==> src/rtl/ffba_pkg.sv <==
// Shared constants, codes and control types of the first-fit block allocator.
package ffba_pkg;

  localparam int MAX_BLOCKS    = 1024;
  localparam int BLOCK_SHIFT   = 12;
  localparam int AW            = $clog2(MAX_BLOCKS);
  localparam int CNT_W         = $clog2(MAX_BLOCKS + 1);
  localparam int NEED_W        = 33 - BLOCK_SHIFT;
  localparam int BLK_W         = 32 - BLOCK_SHIFT;
  localparam int ENTRY_W       = 3;
  localparam int ADDR_W        = 32;
  localparam int BIU_W         = 11;
  localparam int BLOCKS_RESET  = 1024;

  localparam int MARK_TAKEN    = 0;
  localparam int MARK_FIRST    = 1;
  localparam int MARK_NEXT     = 2;

  typedef enum logic [1:0] {
    ST_OK      = 2'd0,
    ST_NOMEM   = 2'd1,
    ST_BADADDR = 2'd2
  } status_t;

  typedef enum logic {
    REG_HEAP_BASE     = 1'b0,
    REG_BLOCKS_IN_USE = 1'b1
  } reg_index_t;

  typedef enum logic [2:0] {
    S_CLEAR,
    S_IDLE,
    S_CHECK,
    S_SCAN,
    S_MARK,
    S_FREE,
    S_RESP
  } state_t;

  typedef enum logic [3:0] {
    OP_NONE,
    OP_CLR_INIT,
    OP_CLEAR,
    OP_LOAD,
    OP_CHECK,
    OP_SCAN,
    OP_MARK,
    OP_FREE,
    OP_SEND
  } dp_op_t;

  typedef struct packed {
    dp_op_t op;
  } ctl_t;

  typedef struct packed {
    logic clear_done;
    logic check_fail;
    logic is_free;
    logic scan_found;
    logic scan_miss;
    logic mark_done;
    logic free_done;
    logic out_free;
  } sts_t;

endpackage

==> src/rtl/ffba_ram.sv <==
// Generic single-write, single-read RAM with registered read data.
module ffba_ram #(
  parameter int WIDTH = 3,
  parameter int DEPTH = 1024
) (
  input  logic                     clk,
  input  logic                     we,
  input  logic [$clog2(DEPTH)-1:0] waddr,
  input  logic [WIDTH-1:0]         wdata,
  input  logic [$clog2(DEPTH)-1:0] raddr,
  output logic [WIDTH-1:0]         rdata
);

  logic [WIDTH-1:0] mem [DEPTH];
  logic [WIDTH-1:0] rdata_r;

  always_ff @(posedge clk) begin
    if (we) begin
      mem[waddr] <= wdata;
    end
    rdata_r <= mem[raddr];
  end

  assign rdata = rdata_r;

endmodule

==> src/rtl/ffba_ctrl.sv <==
// Controller state machine of the first-fit block allocator.
module ffba_ctrl (
  input  logic          clk,
  input  logic          rst_n,
  input  logic          cfg_we,
  input  logic          in_tvalid,
  output logic          in_tready,
  input  ffba_pkg::sts_t sts,
  output ffba_pkg::ctl_t ctl
);

  import ffba_pkg::*;

  state_t state_r;
  state_t state_nxt;
  logic   accept;

  assign in_tready = (state_r == S_IDLE) && !cfg_we;
  assign accept    = in_tvalid && in_tready;

  always_ff @(posedge clk) begin
    if (!rst_n) begin
      state_r <= S_CLEAR;
    end else begin
      state_r <= state_nxt;
    end
  end

  always_comb begin
    state_nxt = state_r;
    case (state_r)
      S_CLEAR: begin
        if (sts.clear_done) state_nxt = S_IDLE;
      end
      S_IDLE: begin
        if (accept) state_nxt = S_CHECK;
      end
      S_CHECK: begin
        if (sts.check_fail) state_nxt = S_RESP;
        else if (sts.is_free) state_nxt = S_FREE;
        else state_nxt = S_SCAN;
      end
      S_SCAN: begin
        if (sts.scan_found) state_nxt = S_MARK;
        else if (sts.scan_miss) state_nxt = S_RESP;
      end
      S_MARK: begin
        if (sts.mark_done) state_nxt = S_RESP;
      end
      S_FREE: begin
        if (sts.free_done) state_nxt = S_RESP;
      end
      S_RESP: begin
        if (sts.out_free) state_nxt = S_IDLE;
      end
      default: state_nxt = S_CLEAR;
    endcase
    if (cfg_we) state_nxt = S_CLEAR;
  end

  always_comb begin
    ctl.op = OP_NONE;
    case (state_r)
      S_CLEAR: ctl.op = OP_CLEAR;
      S_IDLE: begin
        if (accept) ctl.op = OP_LOAD;
      end
      S_CHECK: ctl.op = OP_CHECK;
      S_SCAN:  ctl.op = OP_SCAN;
      S_MARK:  ctl.op = OP_MARK;
      S_FREE:  ctl.op = OP_FREE;
      S_RESP: begin
        if (sts.out_free) ctl.op = OP_SEND;
      end
      default: ctl.op = OP_NONE;
    endcase
    if (cfg_we) ctl.op = OP_CLR_INIT;
  end

endmodule

==> src/rtl/ffba_dp.sv <==
// Datapath of the first-fit block allocator: registers, block table and scan logic.
module ffba_dp (
  input  logic           clk,
  input  logic           rst_n,
  input  ffba_pkg::ctl_t ctl,
  output ffba_pkg::sts_t sts,
  input  logic           cfg_we,
  input  logic [0:0]     cfg_index,
  input  logic [31:0]    cfg_wdata,
  input  logic [63:0]    in_tdata,
  input  logic [0:0]     in_tuser,
  output logic           out_tvalid,
  input  logic           out_tready,
  output logic [31:0]    out_tdata,
  output logic [1:0]     out_tuser
);

  import ffba_pkg::*;

  logic [ADDR_W-1:0] base_r;
  logic [BIU_W-1:0]  biu_r;
  logic [CNT_W-1:0]  ptr_r, ptr_nxt;
  logic              dv_r, dv_nxt;
  logic              out_valid_r, out_valid_nxt;

  logic              func_r, func_nxt;
  logic [31:0]       size_r, size_nxt;
  logic [ADDR_W-1:0] addr_r, addr_nxt;
  logic [CNT_W-1:0]  didx_r, didx_nxt;
  logic [CNT_W-1:0]  run_r, run_nxt;
  logic [CNT_W-1:0]  start_r, start_nxt;
  logic [CNT_W-1:0]  need_r, need_nxt;
  logic [CNT_W-1:0]  end_r, end_nxt;
  logic [ADDR_W-1:0] res_addr_r, res_addr_nxt;
  status_t           res_status_r, res_status_nxt;
  logic [ADDR_W-1:0] out_data_r, out_data_nxt;
  status_t           out_user_r, out_user_nxt;

  logic               ram_we;
  logic [AW-1:0]      ram_waddr;
  logic [ENTRY_W-1:0] ram_wdata;
  logic [ENTRY_W-1:0] ram_rdata;

  logic [CNT_W-1:0]  total;
  logic [NEED_W-1:0] need_w;
  logic              nomem;
  logic [ADDR_W-1:0] offs;
  logic [BLK_W-1:0]  blk;
  logic              bad;
  logic              taken;
  logic [CNT_W-1:0]  run_inc;
  logic [CNT_W-1:0]  start_sel;
  logic              found;
  logic              issue;
  logic              miss;
  logic              free_done;
  logic [ADDR_W-1:0] grant;
  logic [CNT_W-1:0]  ptr_inc;
  logic [ENTRY_W-1:0] mark_entry;

  ffba_ram #(
    .WIDTH (ENTRY_W),
    .DEPTH (MAX_BLOCKS)
  ) u_table (
    .clk   (clk),
    .we    (ram_we),
    .waddr (ram_waddr),
    .wdata (ram_wdata),
    .raddr (ptr_r[AW-1:0]),
    .rdata (ram_rdata)
  );

  assign total   = (32'(biu_r) > 32'(MAX_BLOCKS)) ? CNT_W'(MAX_BLOCKS) : CNT_W'(biu_r);
  assign need_w  = NEED_W'(size_r >> BLOCK_SHIFT) + NEED_W'(|size_r[BLOCK_SHIFT-1:0]);
  assign nomem   = (size_r == '0) || (32'(need_w) > 32'(total));
  assign offs    = addr_r - base_r;
  assign blk     = offs[ADDR_W-1:BLOCK_SHIFT];
  assign bad     = (addr_r == '0) || (addr_r < base_r) || (32'(blk) >= 32'(total));

  assign taken     = ram_rdata[MARK_TAKEN];
  assign run_inc   = run_r + CNT_W'(1);
  assign start_sel = (run_r == '0) ? didx_r : start_r;
  assign found     = dv_r && !taken && (run_inc == need_r);
  assign issue     = ptr_r < total;
  assign miss      = !dv_r && !issue;
  assign free_done = dv_r ? !ram_rdata[MARK_NEXT] : !issue;
  assign grant     = base_r + (ADDR_W'(start_sel) << BLOCK_SHIFT);
  assign ptr_inc   = ptr_r + CNT_W'(1);

  always_comb begin
    mark_entry             = '0;
    mark_entry[MARK_TAKEN] = 1'b1;
    mark_entry[MARK_FIRST] = (ptr_r == start_r);
    mark_entry[MARK_NEXT]  = (ptr_inc < end_r);
  end

  assign sts.clear_done = (ptr_r[AW-1:0] == AW'(MAX_BLOCKS - 1));
  assign sts.check_fail = func_r ? bad : nomem;
  assign sts.is_free    = func_r;
  assign sts.scan_found = found;
  assign sts.scan_miss  = miss && !found;
  assign sts.mark_done  = (ptr_inc == end_r);
  assign sts.free_done  = free_done;
  assign sts.out_free   = !out_valid_r || out_tready;

  always_comb begin
    ptr_nxt        = ptr_r;
    dv_nxt         = dv_r;
    func_nxt       = func_r;
    size_nxt       = size_r;
    addr_nxt       = addr_r;
    didx_nxt       = didx_r;
    run_nxt        = run_r;
    start_nxt      = start_r;
    need_nxt       = need_r;
    end_nxt        = end_r;
    res_addr_nxt   = res_addr_r;
    res_status_nxt = res_status_r;
    out_data_nxt   = out_data_r;
    out_user_nxt   = out_user_r;
    out_valid_nxt  = out_valid_r && !out_tready;
    ram_we         = 1'b0;
    ram_waddr      = ptr_r[AW-1:0];
    ram_wdata      = '0;
    case (ctl.op)
      OP_CLR_INIT: begin
        ptr_nxt = '0;
      end
      OP_CLEAR: begin
        ram_we  = 1'b1;
        ptr_nxt = ptr_inc;
      end
      OP_LOAD: begin
        func_nxt = in_tuser[0];
        size_nxt = in_tdata[31:0];
        addr_nxt = in_tdata[63:32];
      end
      OP_CHECK: begin
        ptr_nxt        = func_r ? CNT_W'(blk) : '0;
        dv_nxt         = 1'b0;
        run_nxt        = '0;
        need_nxt       = CNT_W'(need_w);
        res_addr_nxt   = '0;
        if (func_r) res_status_nxt = bad ? ST_BADADDR : ST_OK;
        else res_status_nxt = nomem ? ST_NOMEM : ST_OK;
      end
      OP_SCAN: begin
        if (issue) ptr_nxt = ptr_inc;
        dv_nxt   = issue;
        didx_nxt = ptr_r;
        if (dv_r) begin
          if (taken) begin
            run_nxt = '0;
          end else begin
            run_nxt   = run_inc;
            start_nxt = start_sel;
          end
        end
        if (found) begin
          ptr_nxt      = start_sel;
          end_nxt      = start_sel + need_r;
          res_addr_nxt = grant;
        end else if (miss) begin
          res_status_nxt = ST_NOMEM;
        end
      end
      OP_MARK: begin
        ram_we    = 1'b1;
        ram_wdata = mark_entry;
        ptr_nxt   = ptr_inc;
      end
      OP_FREE: begin
        if (issue) ptr_nxt = ptr_inc;
        dv_nxt   = issue;
        didx_nxt = ptr_r;
        if (dv_r) begin
          ram_we    = 1'b1;
          ram_waddr = didx_r[AW-1:0];
        end
      end
      OP_SEND: begin
        out_valid_nxt = 1'b1;
        out_data_nxt  = res_addr_r;
        out_user_nxt  = res_status_r;
      end
      default: ;
    endcase
  end

  always_ff @(posedge clk) begin
    if (!rst_n) begin
      base_r      <= '0;
      biu_r       <= BIU_W'(BLOCKS_RESET);
      ptr_r       <= '0;
      dv_r        <= 1'b0;
      out_valid_r <= 1'b0;
    end else begin
      ptr_r       <= ptr_nxt;
      dv_r        <= dv_nxt;
      out_valid_r <= out_valid_nxt;
      if (cfg_we) begin
        case (cfg_index)
          REG_HEAP_BASE:     base_r <= cfg_wdata;
          REG_BLOCKS_IN_USE: biu_r  <= cfg_wdata[BIU_W-1:0];
          default: ;
        endcase
      end
    end
  end

  always_ff @(posedge clk) begin
    func_r       <= func_nxt;
    size_r       <= size_nxt;
    addr_r       <= addr_nxt;
    didx_r       <= didx_nxt;
    run_r        <= run_nxt;
    start_r      <= start_nxt;
    need_r       <= need_nxt;
    end_r        <= end_nxt;
    res_addr_r   <= res_addr_nxt;
    res_status_r <= res_status_nxt;
    out_data_r   <= out_data_nxt;
    out_user_r   <= out_user_nxt;
  end

  assign out_tvalid = out_valid_r;
  assign out_tdata  = out_data_r;
  assign out_tuser  = out_user_r;

endmodule

==> src/rtl/first_fit_block_allocator.sv <==
// Top level of the first-fit block allocator: controller, datapath and table.
//
// Keeps one 3-bit entry per 4 KiB heap block in a single-port-read table RAM and
// serves one request at a time. An allocate word scans table entries up to the end
// of the first fitting run and then marks each block of that run; an allocate word
// that finds no run scans every managed block; a free word walks the blocks on its
// continue chain; requests rejected up front touch no table entry. The table is
// walked through its single read port, one entry per cycle. After reset and after
// every configuration write the table is cleared in one pass, during which no
// request word is taken. A finished result waits in the output register while the
// next request word is accepted.
module first_fit_block_allocator (
  input  logic        clk,
  input  logic        rst_n,
  input  logic        cfg_we,
  input  logic [0:0]  cfg_index,
  input  logic [31:0] cfg_wdata,
  input  logic        in_tvalid,
  output logic        in_tready,
  input  logic [63:0] in_tdata,   // size_bytes[31:0], free_address[63:32]
  input  logic [0:0]  in_tuser,   // func[0]
  output logic        out_tvalid,
  input  logic        out_tready,
  output logic [31:0] out_tdata,  // granted_address[31:0]
  output logic [1:0]  out_tuser   // status[1:0]
);

  import ffba_pkg::*;

  ctl_t ctl;
  sts_t sts;

  ffba_ctrl u_ctrl (
    .clk       (clk),
    .rst_n     (rst_n),
    .cfg_we    (cfg_we),
    .in_tvalid (in_tvalid),
    .in_tready (in_tready),
    .sts       (sts),
    .ctl       (ctl)
  );

  ffba_dp u_dp (
    .clk        (clk),
    .rst_n      (rst_n),
    .ctl        (ctl),
    .sts        (sts),
    .cfg_we     (cfg_we),
    .cfg_index  (cfg_index),
    .cfg_wdata  (cfg_wdata),
    .in_tdata   (in_tdata),
    .in_tuser   (in_tuser),
    .out_tvalid (out_tvalid),
    .out_tready (out_tready),
    .out_tdata  (out_tdata),
    .out_tuser  (out_tuser)
  );

endmodule
==> config.mk <==
export PLATFORM = sky130hd
export DESIGN_NAME = first_fit_block_allocator
export DESIGN_NICKNAME = d
export VERILOG_FILES = /design/src/rtl/ffba_pkg.sv /design/src/rtl/ffba_ram.sv /design/src/rtl/ffba_ctrl.sv /design/src/rtl/ffba_dp.sv /design/src/rtl/first_fit_block_allocator.sv
export SDC_FILE = /design/constraint.sdc
export NUM_CORES = 2
export LEC_CHECK = 0
export BUFFER_PORTS_ARGS = -buffer_cell sky130_fd_sc_hd__buf_2
export CAP_MARGIN = 20
export CORE_UTILIZATION = 55
export CTS_BUF_LIST = sky130_fd_sc_hd__clkbuf_4 sky130_fd_sc_hd__clkbuf_8
export CTS_CLUSTER_DIAMETER = 150
export DETAILED_ROUTE_END_ITERATION = 8
export PLACE_DENSITY_LB_ADDON = 0.12
export SYNTH_ARGS = -nofsm -noshare
export SYNTH_HDL_FRONTEND = slang
export SYNTH_SLANG_ARGS = --single-unit
==> constraint.sdc <==
create_clock -name clk -period 95.8 [get_ports clk]
set_clock_uncertainty 0.05 [all_clocks]
set_input_delay 14.37 -clock clk [delete_from_list [all_inputs] [get_ports clk]]
set_output_delay 14.37 -clock clk [all_outputs]
set_load 0.03 [all_outputs]
==> flow_metrics.py <==
metrics = {
    "sta": {
        "slew_headroom_pct": 23.0,
        "setup_violations": 0,
        "rsz0062_at_grt": "false",
        "timing.final.max_slew_violations": 0,
        "period_share_pct": 30.8,
        "worst_slack_ns": 66.25,
        "fin_crit_ns": 29.55,
        "fmax_ghz": 0.0338,
        "hold_viol_final": 0,
        "whs_ns": 0.354,
        "fin_setup_tns_ns": 0,
        "worst_slew_pin_slew_ns": 1.16,
    },
    "critical_path": {
        "cp_slowest_stage_delay_ns": 0.28,
        "cp.depth": 3,
        "critPathSlowestCell": "nor3_1",
        "timing.rr.start": "u_dp.ptr_r[2]",
        "critPathKind": "in2out",
        "path_buf_inv": 2,
        "path_common_cell": "buf_2",
        "r2r_end": "u_dp.u_table.mem[923][2]",
        "cp_data_arrival_time_ns": 15.13,
        "path_cells": "buf_2, nor3_1, buf_2",
        "r2r_setup_slack_ns": 89.71,
        "worstRegToRegCells": 12,
        "critPathCapture": "in_tready",
        "cp_top_family": "buffers and inverters",
        "worstPathRequired_ns": 81.38,
        "cp-end-kind": "output pin",
        "start_kind": "primary input",
        "startpoint": "cfg_we",
        "worstPathMaxFanout": 20,
    },
    "finish": {
        "drive_gt1_share_pct": 24.4,
        "finalCoreUtilization_pct": 61.6,
        "final_cells": 8621,
        "multi_input_comb_area_sq_mm": 0.0266,
        "nFillCells": 12867,
        "final-seq-area_sq_mm": 0.0684,
        "area_delta_synth_final_pct": 10.9,
        "design_area_sq_mm": 0.107,
        "final_nets": 6219,
    },
    "synth": {
        "ys.flop_type": "edfxtp_1",
        "synth.largest_area_cell": "edfxtp_1",
        "synthesis.nets": 5976,
        "async_flop_share_pct": 0,
        "synth_edf_count": 2236,
        "syn_inst": 5771,
        "avgSynthCellArea_sq_um": 16.8,
        "ys_warn_count": 0,
        "yosysSeqAreaShare_pct": 70.6,
        "synth.area.top_cells": "edfxtp_1 69%, mux4_2 14%, nor2_1 4.4%",
        "syn-cell-area_sq_mm": 0.0969,
        "ys_ff_latch": 2297,
        "ys_types": 80,
        "netlist.area_leader.share_pct": 69.3,
    },
    "clock_network": {
        "clk_pin_slew_ns": 0.05,
        "cts_tree": "built",
        "clockRootBuffer": "clkbuf_8",
        "holdBufCountCts": 0,
        "htreeDepth": 5,
        "clk_latency_ns": 1.04,
        "ctsResizeCount": 0,
        "clock_path_buffers": 4,
        "cts_buffers": 382,
        "cts.sinks": 2297,
        "postCtsSetupRepairBufs": 0,
    },
    "min_path": {
        "whs_path_depth": 0,
        "hp-class": "reg2reg",
    },
    "grt": {
        "grt_usage_pct": 27.4,
        "grt_remaining_overflow": 0,
        "antenna_found_initial": 9,
        "grt_pass1_vias": 54968,
        "grt_pass1_wl_um": 356000,
        "grt_max_degree": 239,
    },
    "power_and_ir_drop": {
        "switching_share_pct": 20.5,
        "leakage_nw": 27.2,
        "power_mw": 1.97,
        "seq_power_share_pct": 55.1,
        "internal-power_mw": 1.57,
        "p_comb_share_pct": 2.0,
        "switchingPower_mw": 0.405,
        "ir_worst_vdd_mv": 0.0129,
        "power_density_mw_per_mm2": 18.4,
        "clkPwrFrac_pct": 42.9,
    },
    "placement": {
        "dp.cells": 7950,
        "dpl_worst_slack_ns": 66.23,
        "place_area_sq_mm": 0.0999,
        "globalplace.congestion": 0.891,
        "port_buffers": 138,
        "place_hpwl_um": 135000,
    },
    "die": {
        "core.rowCount": 153,
        "start_util_pct": 55.5,
        "fp.dieW_um": 422,
        "pin_count": 139,
        "dieArea_sq_mm": 0.178,
        "die_h_um": 422,
        "core_area_sq_mm": 0.174,
    },
    "run_status": {
        "outcome": "complete, no violations",
    },
    "route": {
        "viasPerCell": 6.27,
        "firstDrtPassIters": 5,
        "remaining_drc_errors": 0,
        "wl_um": 244000,
        "vias": 54023,
        "wire_per_inst_um": 28.3,
        "ant_nets": 0,
        "drt_first_iter_violations": 6109,
    },
    "job": {
        "drv_cap": 0,
    },
}
[logic make-up (layout without fill, tap and decap cells)]
| family | after synthesis | in the layout | share of synthesized area (%) |
|---|---|---|---|
| flops | 2297 | 2297 | 70.6 |
| other cells | 0 | 3 | 0 |
| buf+inv | 491 | 1013 | 2.10 |
| fa+ha+maj | 102 | 102 | 1.33 |
| compound gates | 425 | 425 | 2.87 |
| xor+xnor | 83 | 83 | 0.809 |
| simple gates | 1673 | 1673 | 7.20 |
| mux | 700 | 700 | 15.1 |
[layout by cell type (no fill, tap or decap), types with 16 or more instances in the layout]
cell type,n
edfxtp_1,2236
nor2_1,1124
mux4_2,608
clkbuf_8,394
nand2_1,228
a21oi_1,139
buf_2,138
clkbuf_4,124
buf_4,114
ha_1,100
clkinv_1,94
inv_1,82
mux2i_1,77
o21ai_0,67
dfxtp_1,54
xnor2_1,45
nand3_1,43
nor3_1,43
xor2_1,34
nor2b_1,34
nand2b_1,30
a211oi_1,28
clkinv_2,28
nor4_1,25
a221oi_1,25
nand2_2,25
nand4_1,24
o21a_1,20
o211ai_1,19
a31oi_1,17
o221ai_1,17
or3_1,17
o22ai_1,16
[worst min path at each step]
stage,slack (ns),end,start
2_1_floorplan,0.35,u_dp.out_tdata[0],u_dp.res_addr_r[0]
3_3_place_gp,0.35,u_dp.out_tdata[1],u_dp.res_addr_r[1]
3_5_place_dp,0.35,u_dp.out_tuser[1],u_dp.res_status_r[1]
4_1_cts,0.36,u_dp.out_tdata[19],u_dp.res_addr_r[19]
5_1_grt,0.36,u_dp.out_tdata[19],u_dp.res_addr_r[19]
6_report,0.35,u_dp.out_tdata[19],u_dp.res_addr_r[19]
[sequential cells by signal (all words and copies together) (netlist names)]
register and flops:
u_dp.run_r 11, u_dp.out_tvalid 1, u_dp.addr_r 32, u_dp.res_status_r 2, u_dp.ptr_r 11, u_dp.u_table.mem 2048
u_dp.end_r 11, u_dp.need_r 11, u_dp.biu_r 11, u_dp.start_r 11, u_dp.u_table.rdata 2, u_dp.base_r 32
u_ctrl.state_r 3, u_dp.res_addr_r 32, u_dp.didx_r 11, u_dp.func_r 1, u_dp.out_tdata 32, u_dp.dv_r 1
u_dp.size_r 32, u_dp.out_tuser 2
[cells in the mapped netlist, drive strengths merged (45+ instances only)]
library cell	instances
ha	100
inv	84
nand2	253
dfxtp	61
a21oi	139
o21ai	69
edfxtp	2236
nor2	1125
mux2i	77
xnor2	45
mux4	608
nor3	46
clkbuf	277
nand3	49
buf	130
[power groups by stage]
| stage | sequential [mW] | combinational (mW) | clock (mW) |
|---|---|---|---|
| 2_1_floorplan | 1.11 | 0.0295 | 0 |
| 3_3_place_gp | 1.11 | 0.0399 | 0 |
| 3_5_place_dp | 1.11 | 0.0400 | 0 |
| 4_1_cts | 1.09 | 0.0402 | 0.862 |
| 5_1_grt | 1.09 | 0.0432 | 0.902 |
| 6_report | 1.09 | 0.0402 | 0.846 |
[cell type report]
cell class              count  share of cell area (%)
diodes                      3                 0.00699
clock buffers             517                    5.91
clock inverters           146                   0.946
inverters                  84                   0.294
multi-input cells        2983                    24.8
flip-flops and latches   2297                    63.7
well taps                2325                    2.71
repair buffers            266                    1.70
[per-layer routing]
metal / GRT usage [%] / share of wire (%)
met1: 37.5 / 40
met2: 44.7 / 49
met3: 4.85 / 7.9
met4: 9.93 / 3.4
met5: 0 / 0
No activity file was read; power rests on OpenSTA's default activity.
